--- config.mk ---
export PLATFORM = sky130hd
export DESIGN_NAME = note_priority_voice_allocator_core
export DESIGN_NICKNAME = d
export VERILOG_FILES = /design/src/rtl/npva_pkg.sv /design/src/rtl/npva_cell.sv /design/src/rtl/npva_row.sv /design/src/rtl/note_priority_voice_allocator_core.sv
export SDC_FILE = /design/constraint.sdc
export NUM_CORES = 1
export LEC_CHECK = 0
export CAP_MARGIN = 20
export CORE_ASPECT_RATIO = 0.7
export CORE_MARGIN = 2
export CORE_UTILIZATION = 30
export CTS_BUF_LIST = sky130_fd_sc_hd__clkbuf_4 sky130_fd_sc_hd__clkbuf_8
export CTS_CLUSTER_SIZE = 14
export DETAILED_ROUTE_END_ITERATION = 7
export DONT_BUFFER_PORTS = 1
export PLACE_DENSITY = 0.56
export REMOVE_ABC_BUFFERS = 1
export SKIP_CTS_REPAIR_TIMING = 1
export SLEW_MARGIN = 20
export SYNTH_ARGS = -nofsm -noshare
export SYNTH_HDL_FRONTEND = slang
export SYNTH_SLANG_ARGS = --single-unit
export TNS_END_PERCENT = 20
--- constraint.sdc ---
create_clock -name clk -period 9.6 [get_ports clk]
set_input_delay 0.96 -clock clk [delete_from_list [all_inputs] [get_ports clk]]
set_output_delay 0.96 -clock clk [all_outputs]
set_load 0.01 [all_outputs]
--- src/rtl/npva_pkg.sv ---
// Package of the note-priority voice allocator: payload types, constants, states.
// Depends on nothing; used by every module of the block.
package npva_pkg;

	localparam int STACK_DEPTH_DEF = 20;
	localparam int VOICES_DEF = 3;
	localparam int NOTE_W = 7;
	localparam int VOICE_W = 2;

	localparam logic [1:0] MODE_RECENT = 2'd0;
	localparam logic [1:0] MODE_HIGH = 2'd1;
	localparam logic [1:0] MODE_LOW = 2'd2;

	localparam logic KIND_PITCH = 1'b0;
	localparam logic KIND_GATE = 1'b1;

	typedef struct packed {
		logic [6:0] note;
		logic note_on;
		logic [3:0] channel;
	} in_beat_t;

	typedef struct packed {
		logic kind;
		logic [1:0] voice;
		logic [6:0] pitch_note;
		logic gate_on;
		logic [3:0] gate_channel;
		logic last;
	} out_beat_t;

	// Commands the sequencer gives the cell row for one cycle.
	typedef enum logic [2:0] {
		CMD_HOLD,
		CMD_PUSH,
		CMD_REMOVE,
		CMD_SCAN,
		CMD_POP
	} cmd_t;

	typedef struct packed {
		cmd_t cmd;
		logic [6:0] data;
		logic head;
	} cell_ctl_t;

	typedef enum logic [3:0] {
		ST_IDLE,
		ST_REMOVE,
		ST_ON_OUT,
		ST_GATE_OUT,
		ST_OFF_DECIDE,
		ST_SCAN,
		ST_POP,
		ST_PUSHBACK,
		ST_EMIT
	} state_t;

endpackage

--- src/rtl/npva_cell.sv ---
// One cell of the held-note row: an entry, its valid flag and local compare logic.
// Depends on npva_pkg.
module npva_cell (
	input logic clk,
	input logic arst_n,
	input npva_pkg::cell_ctl_t ctl,
	input logic [6:0] nxt_note,
	input logic nxt_valid,
	input logic prv_valid,
	input logic shift_in,
	output logic shift_out,
	output logic [6:0] note,
	output logic valid
);

	logic [6:0] note_q;
	logic valid_q;
	logic hit;
	logic shift;

	assign note = note_q;
	assign valid = valid_q;
	assign hit = valid_q && (note_q == ctl.data);
	// shift_in marks that an earlier cell matched; removal closes the gap here.
	assign shift = shift_in || hit;
	assign shift_out = shift;

	always_ff @(posedge clk or negedge arst_n) begin
		if (!arst_n) begin
			note_q <= '0;
			valid_q <= 1'b0;
		end else begin
			case (ctl.cmd)
				npva_pkg::CMD_PUSH: begin
					if (ctl.head) begin
						note_q <= nxt_note;
						valid_q <= nxt_valid;
					end else if (!valid_q && prv_valid) begin
						note_q <= ctl.data;
						valid_q <= 1'b1;
					end
				end
				npva_pkg::CMD_REMOVE: begin
					if (shift) begin
						note_q <= nxt_valid ? nxt_note : '0;
						valid_q <= nxt_valid;
					end
				end
				npva_pkg::CMD_POP: begin
					// The last valid cell holds the most recent note and drops it.
					if (valid_q && !nxt_valid) begin
						note_q <= '0;
						valid_q <= 1'b0;
					end
				end
				default: begin
				end
			endcase
		end
	end

endmodule

--- src/rtl/npva_row.sv ---
// Row of held-note cells with the first-match chain and the full-row shift.
// Depends on npva_pkg and npva_cell.
module npva_row #(
	parameter int STACK_DEPTH = npva_pkg::STACK_DEPTH_DEF
) (
	input logic clk,
	input logic arst_n,
	input npva_pkg::cmd_t cmd,
	input logic [6:0] data,
	input logic full,
	output logic [STACK_DEPTH*7-1:0] notes,
	output logic found
);

	logic [STACK_DEPTH:0] chain;
	logic [6:0] n_arr [STACK_DEPTH];
	logic [STACK_DEPTH-1:0] v_arr;

	assign chain[0] = 1'b0;
	assign found = chain[STACK_DEPTH];

	for (genvar i = 0; i < STACK_DEPTH; i++) begin : g_cell
		npva_pkg::cell_ctl_t ctl;
		logic [6:0] nn;
		logic nv;
		logic pv;
		always_comb begin
			ctl.cmd = cmd;
			ctl.data = data;
			ctl.head = 1'b0;
			if (cmd == npva_pkg::CMD_PUSH && full) begin
				ctl.head = 1'b1;
			end
		end
		if (i == STACK_DEPTH - 1) begin : g_top
			assign nn = data;
			assign nv = (cmd == npva_pkg::CMD_PUSH);
		end else begin : g_mid
			assign nn = n_arr[i+1];
			assign nv = v_arr[i+1];
		end
		if (i == 0) begin : g_bot
			assign pv = 1'b1;
		end else begin : g_up
			assign pv = v_arr[i-1];
		end
		npva_cell u_cell (
			.clk(clk),
			.arst_n(arst_n),
			.ctl(ctl),
			.nxt_note(nn),
			.nxt_valid(nv),
			.prv_valid(pv),
			.shift_in(chain[i]),
			.shift_out(chain[i+1]),
			.note(n_arr[i]),
			.valid(v_arr[i])
		);
		assign notes[i*7 +: 7] = n_arr[i];
	end

endmodule

--- src/rtl/note_priority_voice_allocator_core.sv ---
// Note-priority voice allocator: one event in, zero to three result beats out.
// The block is busy from start until the last result.
// A new event is taken only when the block is idle; a start while busy is not taken.
// Results cannot be stalled; each is shown for one cycle under strobe.
// Reset empties the stack, frees all voices and sets most-recent priority.
// Depends on npva_pkg and npva_row.
module note_priority_voice_allocator_core #(
	parameter int STACK_DEPTH = npva_pkg::STACK_DEPTH_DEF,
	parameter int VOICES = npva_pkg::VOICES_DEF
) (
	input logic clk,
	input logic arst_n,
	input logic start,
	input npva_pkg::in_beat_t in_beat,
	output logic busy,
	input logic cfg_we,
	input logic [1:0] cfg_wdata,
	output logic strobe,
	output npva_pkg::out_beat_t out_beat
);

	localparam int CW = $clog2(STACK_DEPTH + 1);
	localparam int IW = $clog2(STACK_DEPTH);

	npva_pkg::state_t state_q, state_d;
	logic [1:0] mode_q;
	npva_pkg::in_beat_t ev_q;
	logic [CW-1:0] count_q, count_d;
	logic [6:0] vnote_q [VOICES];
	logic [VOICES-1:0] vfree_q;
	logic [6:0] got_q [VOICES];
	logic [VOICES-1:0] ok_q;
	logic [1:0] idx_q, idx_d;
	logic [IW-1:0] scan_q;
	logic [6:0] best_q;
	logic [1:0] voice_q;
	logic busy_q;
	npva_pkg::out_beat_t ob_d;
	logic strobe_d;

	npva_pkg::cmd_t cmd;
	logic [6:0] cdata;
	logic [STACK_DEPTH*7-1:0] notes;
	logic found;
	logic full;
	logic [6:0] cur;

	assign full = (count_q == CW'(STACK_DEPTH));
	assign cur = notes[scan_q*7 +: 7];

	npva_row #(.STACK_DEPTH(STACK_DEPTH)) u_row (
		.clk(clk),
		.arst_n(arst_n),
		.cmd(cmd),
		.data(cdata),
		.full(full),
		.notes(notes),
		.found(found)
	);

	logic free_any;
	logic [1:0] free_v;
	logic match_any;
	logic [1:0] match_v;
	always_comb begin
		free_any = 1'b0;
		free_v = '0;
		match_any = 1'b0;
		match_v = '0;
		for (int v = VOICES - 1; v >= 0; v--) begin
			if (vfree_q[v]) begin
				free_any = 1'b1;
				free_v = 2'(v);
			end
			if (!vfree_q[v] && vnote_q[v] == ev_q.note) begin
				match_any = 1'b1;
				match_v = 2'(v);
			end
		end
	end

	always_comb begin
		state_d = state_q;
		cmd = npva_pkg::CMD_HOLD;
		cdata = ev_q.note;
		count_d = count_q;
		idx_d = idx_q;
		ob_d = '0;
		strobe_d = 1'b0;
		unique case (state_q)
			npva_pkg::ST_IDLE: begin
				if (start) begin
					state_d = in_beat.note_on ? npva_pkg::ST_ON_OUT : npva_pkg::ST_REMOVE;
				end
			end
			npva_pkg::ST_REMOVE: begin
				cmd = npva_pkg::CMD_REMOVE;
				if (found) begin
					count_d = count_q - 1'b1;
				end
				state_d = npva_pkg::ST_OFF_DECIDE;
			end
			npva_pkg::ST_OFF_DECIDE: begin
				if (count_q > CW'(VOICES - 1)) begin
					idx_d = '0;
					state_d = npva_pkg::ST_SCAN;
				end else begin
					if (match_any) begin
						strobe_d = 1'b1;
						ob_d.kind = npva_pkg::KIND_GATE;
						ob_d.voice = match_v;
						ob_d.pitch_note = ev_q.note;
						ob_d.gate_channel = ev_q.channel;
						ob_d.last = 1'b1;
					end
					state_d = npva_pkg::ST_IDLE;
				end
			end
			npva_pkg::ST_ON_OUT: begin
				cmd = npva_pkg::CMD_PUSH;
				if (!full) begin
					count_d = count_q + 1'b1;
				end
				if (free_any) begin
					strobe_d = 1'b1;
					ob_d.kind = npva_pkg::KIND_PITCH;
					ob_d.voice = free_v;
					ob_d.pitch_note = ev_q.note;
					state_d = npva_pkg::ST_GATE_OUT;
				end else begin
					idx_d = '0;
					state_d = npva_pkg::ST_SCAN;
				end
			end
			npva_pkg::ST_GATE_OUT: begin
				strobe_d = 1'b1;
				ob_d.kind = npva_pkg::KIND_GATE;
				ob_d.voice = voice_q;
				ob_d.pitch_note = ev_q.note;
				ob_d.gate_on = 1'b1;
				ob_d.gate_channel = ev_q.channel;
				ob_d.last = 1'b1;
				state_d = npva_pkg::ST_IDLE;
			end
			npva_pkg::ST_SCAN: begin
				if (count_q == '0) begin
					state_d = npva_pkg::ST_POP;
				end else if ({1'b0, scan_q} + 1'b1 >= (CW+1)'(count_q)) begin
					state_d = npva_pkg::ST_POP;
				end
			end
			npva_pkg::ST_POP: begin
				if (count_q != '0) begin
					if (mode_q == npva_pkg::MODE_HIGH || mode_q == npva_pkg::MODE_LOW) begin
						cmd = npva_pkg::CMD_REMOVE;
					end else begin
						cmd = npva_pkg::CMD_POP;
					end
					cdata = best_q;
					count_d = count_q - 1'b1;
				end
				if (idx_q == 2'(VOICES - 1)) begin
					idx_d = 2'(VOICES - 1);
					state_d = npva_pkg::ST_PUSHBACK;
				end else begin
					idx_d = idx_q + 1'b1;
					state_d = npva_pkg::ST_SCAN;
				end
			end
			npva_pkg::ST_PUSHBACK: begin
				if (ok_q[idx_q]) begin
					cmd = npva_pkg::CMD_PUSH;
					cdata = got_q[idx_q];
					if (!full) begin
						count_d = count_q + 1'b1;
					end
				end
				if (idx_q == '0) begin
					state_d = npva_pkg::ST_EMIT;
				end else begin
					idx_d = idx_q - 1'b1;
				end
			end
			npva_pkg::ST_EMIT: begin
				strobe_d = 1'b1;
				ob_d.kind = npva_pkg::KIND_PITCH;
				ob_d.voice = idx_q;
				ob_d.pitch_note = got_q[idx_q];
				if (idx_q == 2'(VOICES - 1)) begin
					ob_d.last = 1'b1;
					state_d = npva_pkg::ST_IDLE;
				end else begin
					idx_d = idx_q + 1'b1;
				end
			end
			default: begin
				state_d = npva_pkg::ST_IDLE;
			end
		endcase
	end

	// Removal by value hits the first match, so the popped entry must be the
	// first occurrence of the best value; the scan keeps the earliest on ties.
	// For most recent the top entry is dropped by position.
	logic better;
	always_comb begin
		unique case (mode_q)
			npva_pkg::MODE_HIGH: better = cur > best_q;
			npva_pkg::MODE_LOW: better = cur < best_q;
			default: better = 1'b1;
		endcase
	end

	always_ff @(posedge clk or negedge arst_n) begin
		if (!arst_n) begin
			state_q <= npva_pkg::ST_IDLE;
			mode_q <= npva_pkg::MODE_RECENT;
			count_q <= '0;
			vfree_q <= '1;
			idx_q <= '0;
			scan_q <= '0;
			busy_q <= 1'b0;
			strobe <= 1'b0;
			for (int v = 0; v < VOICES; v++) begin
				vnote_q[v] <= '0;
			end
		end else begin
			state_q <= state_d;
			count_q <= count_d;
			idx_q <= idx_d;
			strobe <= strobe_d;
			busy_q <= (state_d != npva_pkg::ST_IDLE);
			if (cfg_we) begin
				mode_q <= cfg_wdata;
			end
			if (state_q == npva_pkg::ST_ON_OUT && free_any) begin
				vfree_q[free_v] <= 1'b0;
				vnote_q[free_v] <= ev_q.note;
			end
			if (state_q == npva_pkg::ST_OFF_DECIDE && count_q <= CW'(VOICES - 1)
				&& match_any) begin
				vfree_q[match_v] <= 1'b1;
			end
			if (state_q == npva_pkg::ST_EMIT) begin
				vnote_q[idx_q] <= got_q[idx_q];
			end
			if (state_d == npva_pkg::ST_SCAN && state_q != npva_pkg::ST_SCAN) begin
				scan_q <= '0;
			end else if (state_q == npva_pkg::ST_SCAN) begin
				scan_q <= scan_q + 1'b1;
			end
		end
	end

	always_ff @(posedge clk) begin
		if (state_q == npva_pkg::ST_IDLE && start) begin
			ev_q <= in_beat;
		end
		if (state_q == npva_pkg::ST_ON_OUT) begin
			voice_q <= free_v;
		end
		if (state_q == npva_pkg::ST_SCAN) begin
			if (scan_q == '0 || better) begin
				best_q <= cur;
			end
		end
		if (state_q == npva_pkg::ST_POP) begin
			got_q[idx_q] <= (count_q != '0) ? best_q : 7'd0;
			ok_q[idx_q] <= (count_q != '0);
		end
		out_beat <= ob_d;
	end

	assign busy = busy_q || (state_q != npva_pkg::ST_IDLE);

endmodule

# Word-level counts from Yosys, hierarchy flattened
# Memories as Yosys holds them, arrays and structs flattened.
# Cells that the tools add are included.
[word_totals]
register_bits = 243
ramBits = 21
inputBits = 18
mem_count = 1
[mem_list]
columns = ["memory", "words", "width", "rd", "rd_ports_with_merged_regs", "wr", "line", "rtl"]
rows = [
  ["got_q", 3, 7, 1, 0, 1, "note_priority_voice_allocator_core.sv:31", "logic [6:0] got_q [VOICES];"],
]
[op_classes]
shift = 1
bitwise = 5
multipliers = 1
mux = 298
n_lt_le_gt_ge = 15
n_reduce_logical = 135
eq_ne = 107
add_sub_neg = 6
[op_table]
columns = ["operator", "n"]
rows = [
  ["$mux 7", 104],
  ["$pmux 7 s3", 20],
  ["$eq 7x7->1", 23],
  ["$shiftx 140x9->7", 1],
  ["$mux 1", 98],
  ["$ne 2x2->1 const B", 46],
  ["$reduce_and 4->1", 21],
  ["$pmux 1 s3", 22],
  ["$ne 3x1->1 const B", 19],
  ["$logic_and 1x1->1", 54],
  ["$bwmux 21", 2],
  ["$mux 21", 2],
  ["$mux 5", 8],
  ["$pmux 10 s4", 1],
  ["$pmux 4 s8", 1],
  ["$demux 7 s2", 2],
  ["$mux 2", 13],
  ["$logic_not 1->1", 23],
  ["$logic_or 1x1->1", 22],
  ["$eq 4x3->1 const B", 5],
  ["$mux 10", 2],
  ["$mux 4", 5],
  ["$pmux 5 s4", 1],
  ["$mux 3", 6],
  ["51 further kinds", 67],
]

# Longest topological paths before layout
# Gate-level depths: netlist of the first run.
[logic_depth]
word_depth = 27
depth_mapped = 17
mapped_depth_nobuf = 15

# By module
# Synthesis of the first run repeated with hierarchy kept, for this count alone.
[unflattened]
hier_cells = 1736
hier_area_um2 = 18047.3
[modules_own_cells]
columns = ["module", "seq_area_each_um2", "cells_per_inst", "area_per_inst_um2", "instances"]
rows = [
  ["npva_cell", 200.2, 56, 571.8, 20],
  ["note_priority_voice_allocator_core", 2746.4, 612, 6583.8, 1],
  ["npva_row", 0.0, 4, 27.5, 1],
]

# Worst setup path after synthesis of the first run
# Ideal clock, no wire load.
[synth_path]
path_type = "reg-to-reg"
startpoint = "register scan_q[0]"
endpoint = "register best_q[0] (enable)"
setup_time_ns = 0.277
synth_period_minus_slack_ns = 4.618
arrival_ns = 4.341
stages_incl_launch_ff = 18
setup_slack_ns = 4.982
path_cell_list = "dfrtp_1 clkbuf_1 clkbuf_1 mux4_2 mux4_2 nand2_1 nand2_1 ha_1 nor2b_1 o21a_1 o21a_1 o21a_1 o21ai_0 nand2b_1 a21oi_1 nor2_1 a21o_1 o31a_1"
[synth_via]
elab_chain_len = 6
[synth_rtl]
columns = ["item", "line", "rtl"]
rows = [
  ["start: declaration", "note_priority_voice_allocator_core.sv:34", "logic [IW-1:0] scan_q;"],
  ["start signal: assignment", "note_priority_voice_allocator_core.sv:250", "scan_q <= scan_q + 1'b1;"],
  ["$mul 5x3->8 *", "note_priority_voice_allocator_core.sv:49", "assign cur = notes[scan_q*7 +: 7];"],
  ["$shiftx 140x9->7 *", "note_priority_voice_allocator_core.sv:49", ""],
  ["via cur[1]", "note_priority_voice_allocator_core.sv:46", "logic [6:0] cur;"],
  ["$lt 7x7->1 or $gt 7x7->1 (tied branches)", "note_priority_voice_allocator_core.sv:209, note_priority_voice_allocator_core.sv:208", ""],
  ["$pmux 1 s2 *", "note_priority_voice_allocator_core.sv:207", "unique case (mode_q)"],
  ["$logic_or 1x1->1 *", "note_priority_voice_allocator_core.sv:263", "if (scan_q == '0 || better) begin"],
  ["$reduce_and 2->1 (no source line) *", "--", ""],
  ["end signal: assignment", "note_priority_voice_allocator_core.sv:264", "best_q <= cur;"],
  ["end: declaration", "note_priority_voice_allocator_core.sv:35", "logic [6:0] best_q;"],
]
# Mark *: on every way through the listed nets, which the timed path passes. The rest lies on a longest branch.
# A chain may end at the register's enable or synchronous reset.

# Worst setup path after layout of the first run
[layout_path]
startpoint = "register idx_q[1]"
endpoint = "register u_row.g_cell[15].u_cell.note_q[0]"
[layout_via]
elab_chain_len = 23
[layout_rtl]
columns = ["item", "line", "rtl"]
rows = [
  ["start: declaration", "note_priority_voice_allocator_core.sv:33", "logic [1:0] idx_q, idx_d;"],
  ["start signal: assignment", "note_priority_voice_allocator_core.sv:230", "idx_q <= idx_d;"],
  ["$bmux 1 s2", "note_priority_voice_allocator_core.sv:171", "if (ok_q[idx_q]) begin"],
  ["$mux 1 (not written as such)", "note_priority_voice_allocator_core.sv:171", ""],
  ["$mux 7", "note_priority_voice_allocator_core.sv:171", ""],
  ["$pmux 7 s2", "note_priority_voice_allocator_core.sv:90", "unique case (state_q)"],
  ["$eq 7x7->1", "npva_cell.sv:23", "assign hit = valid_q && (note_q == ctl.data);"],
  ["$logic_and 1x1->1", "npva_cell.sv:23", ""],
  ["$logic_or 1x1->1 (15 in a row)", "npva_cell.sv:25", "assign shift = shift_in || hit;"],
  ["$ne 2x2->1 (no source line)", "--", ""],
  ["$reduce_and 4->1 (no source line)", "--", ""],
  ["end signal: assignment", "npva_cell.sv:36", "note_q <= nxt_note;"],
  ["end signal: assignment", "npva_cell.sv:39", "note_q <= ctl.data;"],
  ["end signal: assignment", "npva_cell.sv:45", "note_q <= nxt_valid ? nxt_note : '0;"],
  ["end: declaration", "npva_cell.sv:16", "logic [6:0] note_q;"],
]
# Several ways; a longest one is shown, not always the timed one. The select of a mux whose other input is x is not followed.

==> run_results.csv, run 1 <==
group,metric,value,unit
global_routing,antenna_found_initial,3,
sta,min_period_over_period,55.9,%
yosys,ys_types,93,
layout,layout.nets,1795,
layout,drive_gt1_share,18.2,%
yosys,yosysMostFrequentCell,"nand2_1",
die,top_level_ports,36,
critical_path,start_kind,"flip-flop",
worst_hold_path,min_path_type,"input pin to async pin",
placement,dpl_cell_area,0.0179,mm²
clock_tree,tritoncts,"built",
drt,avgRoutedWirePerCell,23.9,µm
critical_path,critPathKind,"flip-flop to flip-flop",
clock_tree,cts_root_buffer,"clkbuf_8",
die,fp.dieW,291,µm
critical_path,cp_slowest_cell,"nor4_2",
sta,max_slew_margin,23.2,%
pwr,p_int,4020,µW
yosys,netlist_instances,1785,
yosys,synthFlopType,"dfrtp_1",
drt,ant_nets,0,
critical_path,cp-end-kind,"flip-flop",
clock_tree,numCtsBuffers,45,
yosys,synth.area.top_cells,"dfrtp_1 29%, edfxtp_1 7.6%, nand2_1 6.7%",
critical_path,r2r_cells,10,
critical_path,critical_path.max_fanout,25,
pwr,clkPwrFrac,14.6,%
sta,slew_violations,0,
layout,multi_input_area,0.00976,mm²
critical_path,crit_path_cell_trace,"mux2i_4 -> nand2_4 -> a32oi_4 -> a21oi_1 -> nand4b_1 -> nor4_2 -> nor3_2 -> and4_4 -> a31oi_2 -> mux2_2",
job,drv_cap,0,
drt,wl,60700,µm
yosys,synth_enable_flop_cells,44,
sta,rsz0062_at_grt,"false",
yosys,synth_common_cells,"308 x nand2_1, 201 x dfrtp_1, 138 x a21oi_1",
placement,io_buffers,0,
clock_tree,htreeDepth,2,
sta,finalHoldViolCount,0,
pwr,sequentialPowerShare,30.8,%
critical_path,crit_family,"simple AND/OR/NAND/NOR gates",
sta,setup_violations,0,
die,die_area,0.0597,mm²
clock_tree,clockBufferDepth,3,
critical_path,worst-path-buf-inv,0,
sta,fmax,186,MHz
layout,area_growth,8.87,%
placement,place_congestion,0.953,
critical_path,r2r_slack,4230,ps
die,coreArea,0.0569,mm²
placement,place_ws,4430,ps
global_routing,grt_max_degree,205,
drt,maxUsedRoutingLayer,"met5",
clock_tree,clock-sinks,264,
sta,finalCriticalPeriod,5370,ps
critical_path,slowest_delay,940,ps
pwr,power_switching,3750,µW
drt,drtIter0Drc,1933,
global_routing,grt_overflow,0,
critical_path,worstPathRequired,10090,ps
die,die_h,205,µm
pwr,combPwrFrac,54.6,%
drt,route.met2.wl,24000,µm
drt,viasPerCell,5.82,
layout,regArea,0.00675,mm²
yosys,ys_ff_latch,264,
clock_tree,insertion_delay,640,ps
yosys,synth_top_area_share,29.0,%
yosys,yosys.area.top_type,"dfrtp_1",
pwr,power.density,412,mW/mm²
layout,fillers,5783,
drt,wl_met1,28000,µm
drt,wl_met3,7340,µm
sta,hold_ws,43.4,ps
critical_path,timing.rr.end,"u_row.g_cell[15].u_cell.note[0]$_DFFE_PN0P_",
pwr,peakVddDrop,0.000150,V
outcome,status,"complete, no violations",
drt,drc_errors,0,
critical_path,arrival,5850,ps
global_routing,first_global_vias,13800,
yosys,seq_area_frac_synth,39.0,%
clock_tree,clk_pin_slew,70,ps
die,initial_core_util,30.4,%
die,rows,73,
sta,clock_skew,69.7,ps
global_routing,grt.total_usage,20.0,%
yosys,synth.cell_area,0.0173,mm²
pwr,leakage,0.00797,µW
pwr,swShare,48.3,%
drt,vias,14800,
sta,tns,0,ps
pwr,power.total,7770,µW
yosys,synth.avg_cell_area,9.71,µm²
critical_path,worst_r2r_startpoint,"idx_q[1]$_DFFE_PN0P_",
drt,dr.pass1.iters,6,
global_routing,grt_pass1_wl,90100,µm
sta,fin_ws,4230,ps
yosys,synth-async-reset-ratio,77.3,%
layout,stdcell_area,0.0189,mm²
sta,tightest_slew,1140,ps
placement,place_hpwl,41500,µm
yosys,synth_warnings,0,
## layer usage
metal  global-route usage [%]  vias to the layer above
li1                         -                     6446
met1                     30.1                     7339
met2                     27.1                      880
met3                     5.89                      107
met4                     5.42                        2
met5                        0                        -
## metrics by stage
step           util, %  instances
3_3_place_gp      31.4       2456
5_1_grt           33.1       2538
4_1_cts           33.1       2537
6_report          33.1       2538
3_5_place_dp      31.4       2456
2_1_floorplan        -       1678
## flip-flops by register name, summed over array words and instances, names as in the netlist, 3 cells and up
name                       flops
u_row.g_cell.u_cell.note     140
out_beat                      16
ev_q                          11
ok_q                           3
scan_q                         5
count_q                        5
vfree_q                        3
best_q                         7
got_q                         21
state_q                        4
u_row.g_cell.u_cell.valid     20
vnote_q                       21
## cells in the final DEF (no fill, tap or decap), types with 18 or more instances in the layout
cell and n:
nand2_1 306, dfrtp_1 199, a21oi_1 136, nand3_1 107, mux2_2 81, o21ai_0 62
inv_1 61, nor2_1 60, a21o_1 58, clkbuf_8 54, mux2i_1 53, edfxtp_1 44
mux4_2 42, xnor2_1 39, nand4b_1 34, o22ai_1 29, buf_4 28, nor3_1 27
and3_1 23, nor4_1 23, ha_1 23, xor2_1 18
## area by class of cell
| class | count | area share (%) |
|---|---|---|
| timing repair buffer | 28 | 1.11 |
| clock buffer | 65 | 4.38 |
| clock inverter | 16 | 0.750 |
| antenna | 1 | 0.0133 |
| multi-input combinational | 1351 | 51.7 |
| inverter | 63 | 1.25 |
| sequential | 264 | 35.8 |
| tap | 750 | 4.97 |
## worst max-delay path by stage
stage / from / to / cells past startpoint
6_report: idx_q[1]$_DFFE_PN0P_ / u_row.g_cell[15].u_cell.note[0]$_DFFE_PN0P_ / 10
5_1_grt: idx_q[1]$_DFFE_PN0P_ / u_row.g_cell[12].u_cell.note[6]$_DFFE_PN0P_ / 10
4_1_cts: idx_q[1]$_DFFE_PN0P_ / u_row.g_cell[12].u_cell.note[4]$_DFFE_PN0P_ / 10
3_5_place_dp: idx_q[1]$_DFFE_PN0P_ / u_row.g_cell[12].u_cell.note[4]$_DFFE_PN0P_ / 10
3_3_place_gp: idx_q[1]$_DFFE_PN0P_ / u_row.g_cell[8].u_cell.note[4]$_DFFE_PN0P_ / 10
2_1_floorplan: idx_q[1]$_DFFE_PN0P_ / u_row.g_cell[18].u_cell.note[0]$_DFFE_PN0P_ / 9
## worst register-to-register path, stage by stage (launching register included)
cell and delay, ps:
dfrtp_1 880, mux2i_4 430, nand2_4 200, a32oi_4 930
a21oi_1 160, nand4b_1 220, nor4_2 940, nor3_2 190
and4_4 310, a31oi_2 550, mux2_2 420
## kinds of logic (layout without fill, tap and decap cells)
logic type               after synthesis  count (layout)  share of synthesized area, %
AND/OR/NAND/NOR                      664             664                          19.3
flip-flops                           264             264                          39.0
multiplexers                         203             203                          15.9
other                                  0               1                             0
adder cells (fa/ha/maj)               24              24                          1.78
XOR/XNOR                              57              57                          2.88
AO/OA/AOI/OAI                        403             403                          16.2
buffers and inverters                170             172                          4.99
## power by group through the flow
| stage | Sequential [µW] | Clock (µW) | Combinational, µW |
|---|---|---|---|
| after detailed placement | 2370 | 0 | 4130 |
| after global placement | 2360 | 0 | 4050 |
| after global routing | 2440 | 1190 | 4540 |
| after CTS | 2350 | 1140 | 4140 |
| after floorplan | 2070 | 0 | 3000 |
| final | 2390 | 1130 | 4240 |
Note: power is estimated with default switching activity, not from simulation.
==> run 2: changes to the inputs <==
Settings changed: PLACE_DENSITY 0.56 to 0.57.
Clock period 9.6 ns to 4.3 ns, I/O delays scaled along.
==> run_results.csv, run 2 (synthesis gave the netlist of run 1 again) <==
group,metric,value,unit
outcome,status,"finished, violations left",
outcome,violations,"negative hold slack",
drt,maxUsedRoutingLayer,"met4",
global_routing,grt_pass1_wl,98000,µm
clock_tree,insertion_delay,640,ps
sta,setup_violations,0,
sta,clock_skew,77.6,ps
die,die_h,205,µm
layout,area_growth,15.0,%
pwr,power_switching,8800,µW
die,initial_core_util,30.4,%
clock_tree,numCtsBuffers,46,
clock_tree,clock-sinks,264,
placement,io_buffers,0,
layout,largest_register_ffs,140,
clock_tree,clk_pin_slew,70,ps
sta,tightest_slew,943,ps
critical_path,worstPathRequired,4820,ps
pwr,peakVddDrop,0.000327,V
job,drv_cap,0,
die,top_level_ports,36,
critical_path,critPathKind,"flip-flop to flip-flop",
drt,ant_nets,0,
sta,finalHoldViolCount,204,
sta,fin_ws,120,ps
pwr,sequentialPowerShare,28.4,%
placement,place_hpwl,47300,µm
critical_path,critical_path.max_fanout,17,
pwr,leakage,0.00859,µW
pwr,p_int,9540,µW
global_routing,grt_max_degree,205,
drt,vias,15300,
placement,place_congestion,0.991,
drt,dr.pass1.iters,6,
sta,fmax,239,MHz
pwr,power.density,920,mW/mm²
sta,tns,0,ps
layout,layout.nets,1905,
drt,wl_met3,7840,µm
drt,drtIter0Drc,1972,
layout,drive_gt1_share,22.2,%
die,die_area,0.0597,mm²
die,coreArea,0.0569,mm²
sta,hold_ws,-484,ps
critical_path,arrival,4700,ps
drt,route.met2.wl,25500,µm
layout,fillers,5755,
placement,place_ws,82.0,ps
layout,mostFrequentLayoutCell,"nand2_1",
sta,slew_violations,0,
global_routing,antenna_found_initial,0,
sta,finalCriticalPeriod,4180,ps
die,fp.dieW,291,µm
die,rows,73,
drt,viasPerCell,5.78,
sta,rsz0062_at_grt,"false",
pwr,clkPwrFrac,14.1,%
clock_tree,htreeDepth,2,
layout,post-route-util,35.0,%
critical_path,start_kind,"flip-flop",
global_routing,grt_overflow,0,
clock_tree,tritoncts,"built",
layout,layout.cells.non_filler,2650,
global_routing,first_global_vias,14400,
drt,wl_met1,31500,µm
drt,avgRoutedWirePerCell,24.9,µm
drt,drc_errors,0,
layout,most-common-layout-cells,"308 x nand2_1, 199 x dfrtp_1, 137 x a21oi_1",
drt,wl,66000,µm
clock_tree,clockBufferDepth,3,
placement,placedCellCount,2548,
sta,max_slew_margin,36.9,%
pwr,combPwrFrac,57.5,%
sta,min_period_over_period,97.2,%
global_routing,grt.total_usage,21.9,%
pwr,swShare,48.0,%
critical_path,cp-end-kind,"flip-flop",
clock_tree,cts_root_buffer,"clkbuf_8",
worst_hold_path,min_path_type,"input pin to async pin",
==> run 2: cell types whose count changed in the layout (fill, tap and decap cells not counted), sizes merged <==
cell and delta:
buf +96, dlygate4sd3 +13, clkbuf -1, inv +1
clkinv +6, clkinvlp -3
==> run 2: worst paths after layout <==
check | from | to | slack, ps | cells past startpoint
worst max register to register | state_q[0]$_DFF_PN0_ | u_row.g_cell[13].u_cell.note[4]$_DFFE_PN0P_ | 120 | 13
min in group clk | cfg_wdata[0] | mode_q[0]$_DFFE_PN0P_ | 10 | 2
max in group asynchronous | arst_n | mode_q[0]$_DFFE_PN0P_ | 4220 | 0
worst min-delay path | arst_n | u_row.g_cell[5].u_cell.note[2]$_DFFE_PN0P_ | -480 | 0
worst min register to register | ev_q[3]$_DFFE_PP_ | out_beat[4]$_SDFF_PN0_ | 450 | 1
worst max-delay path | state_q[0]$_DFF_PN0_ | u_row.g_cell[13].u_cell.note[4]$_DFFE_PN0P_ | 120 | 13
==> run 2: power by group through the flow <==
| stage | Clock, µW | Combinational (µW) | Sequential (µW) |
|---|---|---|---|
| detailed placement | 0 | 10200 | 5150 |
| finish | 2580 | 10600 | 5210 |
| global route | 2740 | 11300 | 5280 |
| global placement | 0 | 10100 | 5140 |
| CTS | 2620 | 10200 | 5110 |
| floorplan | 0 | 6700 | 4620 |
==> run 2: metrics by stage <==
step           instance area [µm²]  total power (µW)
2_1_floorplan                16700             11300
3_3_place_gp                 18700             15200
3_5_place_dp                 18700             15300
4_1_cts                      19700             18000
5_1_grt                      19900             19400
6_report                     19900             18300
==> run 2: metal layers <==
layer,global-route usage [%],up-vias
met3,5.80,97
met2,29.0,836
met1,34.3,7697
li1,-,6674
met5,0,-
met4,4.87,0
==> run 2: critical path, stage by stage, from the launching register on <==
cell      delay (ps)
dfrtp_1          490
and4bb_1         440
a21boi_4         290
buf_4            270
a32oi_2          140
buf_4            260
a21o_1           200
nand4b_1         130
nor4_2            90
buf_4            170
nor4_1           550
nand2_1          210
o211ai_4         430
mux2_2           380
==> run 2: final cells by class <==
| type | count | area [µm²] | share of cell area [%] |
|---|---|---|---|
| timing repair buffer | 137 | 1220 | 6.14 |
| inverter | 63 | 236 | 1.19 |
| clock inverter | 20 | 174 | 0.873 |
| antenna | 1 | 2.50 | 0.0126 |
| sequential | 264 | 6760 | 33.9 |
| multi-input combinational | 1351 | 9780 | 49.1 |
| clock buffer | 64 | 825 | 4.14 |
| tap | 750 | 938 | 4.71 |
==> run 3: changes to the inputs <==
Settings changed: REMOVE_ABC_BUFFERS 1 to default.
==> run_results.csv, run 3 (synthesis gave the netlist of run 1 again) <==
group,metric,value,unit
sta,slew_violations,0,
pwr,combPwrFrac,57.5,%
layout,mostFrequentLayoutCell,"nand2_1",
die,fp.dieW,291,µm
global_routing,antenna_found_initial,0,
layout,post-route-util,35.2,%
die,die_h,205,µm
yosys,syn-num-nets,1827,
drt,vias,15200,
placement,io_buffers,0,
layout,fillers,5722,
drt,avgRoutedWirePerCell,24.1,µm
pwr,power.density,919,mW/mm²
die,initial_core_util,30.4,%
sta,tns,0,ps
layout,n_antenna_cell,0,
clock_tree,insertion_delay,640,ps
die,die_area,0.0597,mm²
pwr,power.total,18400,µW
layout,drive_gt1_share,22.4,%
clock_tree,htreeDepth,2,
die,rows,73,
worst_hold_path,min_path_type,"input pin to async pin",
die,top_level_ports,36,
global_routing,grt_pass1_wl,94700,µm
sta,max_slew_margin,30.4,%
pwr,leakage,0.00865,µW
clock_tree,numCtsBuffers,46,
sta,rsz0062_at_grt,"false",
critical_path,r2r_cells,13,
outcome,violations,"negative hold slack",
sta,hold_ws,-488,ps
drt,wl,63900,µm
sta,fmax,239,MHz
sta,min_period_over_period,97.4,%
drt,drc_errors,0,
drt,viasPerCell,5.72,
clock_tree,clock-sinks,264,
global_routing,grt_overflow,0,
clock_tree,tritoncts,"built",
critical_path,cp-end-kind,"flip-flop",
placement,place_ws,102,ps
placement,place_hpwl,45200,µm
global_routing,first_global_vias,14400,
pwr,p_int,9720,µW
critical_path,start_kind,"flip-flop",
drt,drtIter0Drc,2033,
drt,ant_nets,0,
sta,tightest_slew,1040,ps
layout,largest_register_ffs,140,
pwr,sequentialPowerShare,28.2,%
pwr,swShare,47.2,%
critical_path,critical_path.max_fanout,16,
layout,layout.nets,1910,
die,coreArea,0.0569,mm²
sta,finalCriticalPeriod,4190,ps
clock_tree,cts_root_buffer,"clkbuf_8",
sta,setup_violations,0,
clock_tree,clk_pin_slew,60,ps
global_routing,grt_max_degree,205,
pwr,clkPwrFrac,14.3,%
sta,finalHoldViolCount,204,
pwr,power_switching,8690,µW
drt,dr.pass1.iters,7,
layout,most-common-layout-cells,"308 x nand2_1, 199 x dfrtp_1, 137 x a21oi_1",
sta,clock_skew,64.7,ps
critical_path,arrival,4700,ps
job,drv_cap,0,
clock_tree,clockBufferDepth,3,
placement,place_congestion,0.979,
critical_path,worstPathRequired,4820,ps
sta,fin_ws,114,ps
critical_path,critPathKind,"flip-flop to flip-flop",
layout,area_growth,15.6,%
global_routing,grt.total_usage,21.0,%
pwr,peakVddDrop,0.000437,V
outcome,status,"finished, violations left",
## run 3: cell types whose count changed in the layout (fill, tap and decap cells not counted), moves of 2 or more
cell / previous run / this run
clkbuf_8: 55 / 61
clkinv_2: 9 / 4
clkbuf_4: 9 / 14
clkinv_1: 7 / 2
clkinvlp_4: 0 / 2
buf_4: 111 / 109
buf_12: 13 / 18
nor4_1: 21 / 23
## run 3: final timing paths
path / slack [ps] / start / endpoint
worst min-delay path: -490 / arst_n / u_row.g_cell[12].u_cell.note[2]$_DFFE_PN0P_
worst max register to register: 110 / idx_q[1]$_DFFE_PN0P_ / u_row.g_cell[8].u_cell.note[3]$_DFFE_PN0P_
max in group asynchronous: 4480 / arst_n / vnote_q[14]$_DFF_PN0_
worst max-delay path: 110 / idx_q[1]$_DFFE_PN0P_ / u_row.g_cell[8].u_cell.note[3]$_DFFE_PN0P_
min in group clk: 110 / in_beat[4] / state_q[1]$_DFF_PN0_
worst min register to register: 420 / ev_q[3]$_DFFE_PP_ / out_beat[4]$_SDFF_PN0_
## run 3: power by group through the flow
stage	clock network [µW]	registers, µW	logic (µW)
final	2630	5190	10600
after global routing	2820	5270	11300
after CTS	2690	5090	10300
after detailed placement	0	5120	10200
after global placement	0	5120	10000
after floorplan	0	4410	7220
## run 3: metal layers
metal | wire (µm) | GRT usage, % | share of wire, %
met1 | 29800 | 32.5 | 47
met4 | 1080 | 4.64 | 1.7
met5 | 0 | 0 | 0
met3 | 7740 | 5.70 | 12
met2 | 25300 | 28.4 | 40
## run 3: final cells by class
| class | instances | area [µm²] | area share, % |
|---|---|---|---|
| multi-input cells | 1352 | 9740 | 48.6 |
| flip-flops and latches | 264 | 6750 | 33.7 |
| repair buffers | 141 | 1320 | 6.58 |
| clock buffers | 75 | 945 | 4.72 |
| well taps | 750 | 938 | 4.69 |
| inverters | 63 | 236 | 1.18 |
| clock inverters | 10 | 98.8 | 0.494 |
## run 3: critical path: stages, from the launching register on
cell,delay (ps)
dfrtp_1,500
mux2i_4,270
o211a_1,360
buf_4,240
o21ai_4,530
a21oi_1,120
nand4b_1,230
nor4_1,410
buf_4,200
nor4_2,50
and4_4,300
or3_1,370
buf_4,190
mux2_4,300
## run 3: per-stage QoR
stage	area (µm²)	hold WS (ps)	cells
after CTS	19700	-528	2627
after floorplan	17300	134	1785
after global routing	20000	-522	2655
after global placement	18700	158	2542
after detailed placement	18700	156	2542
final	20000	-488	2655
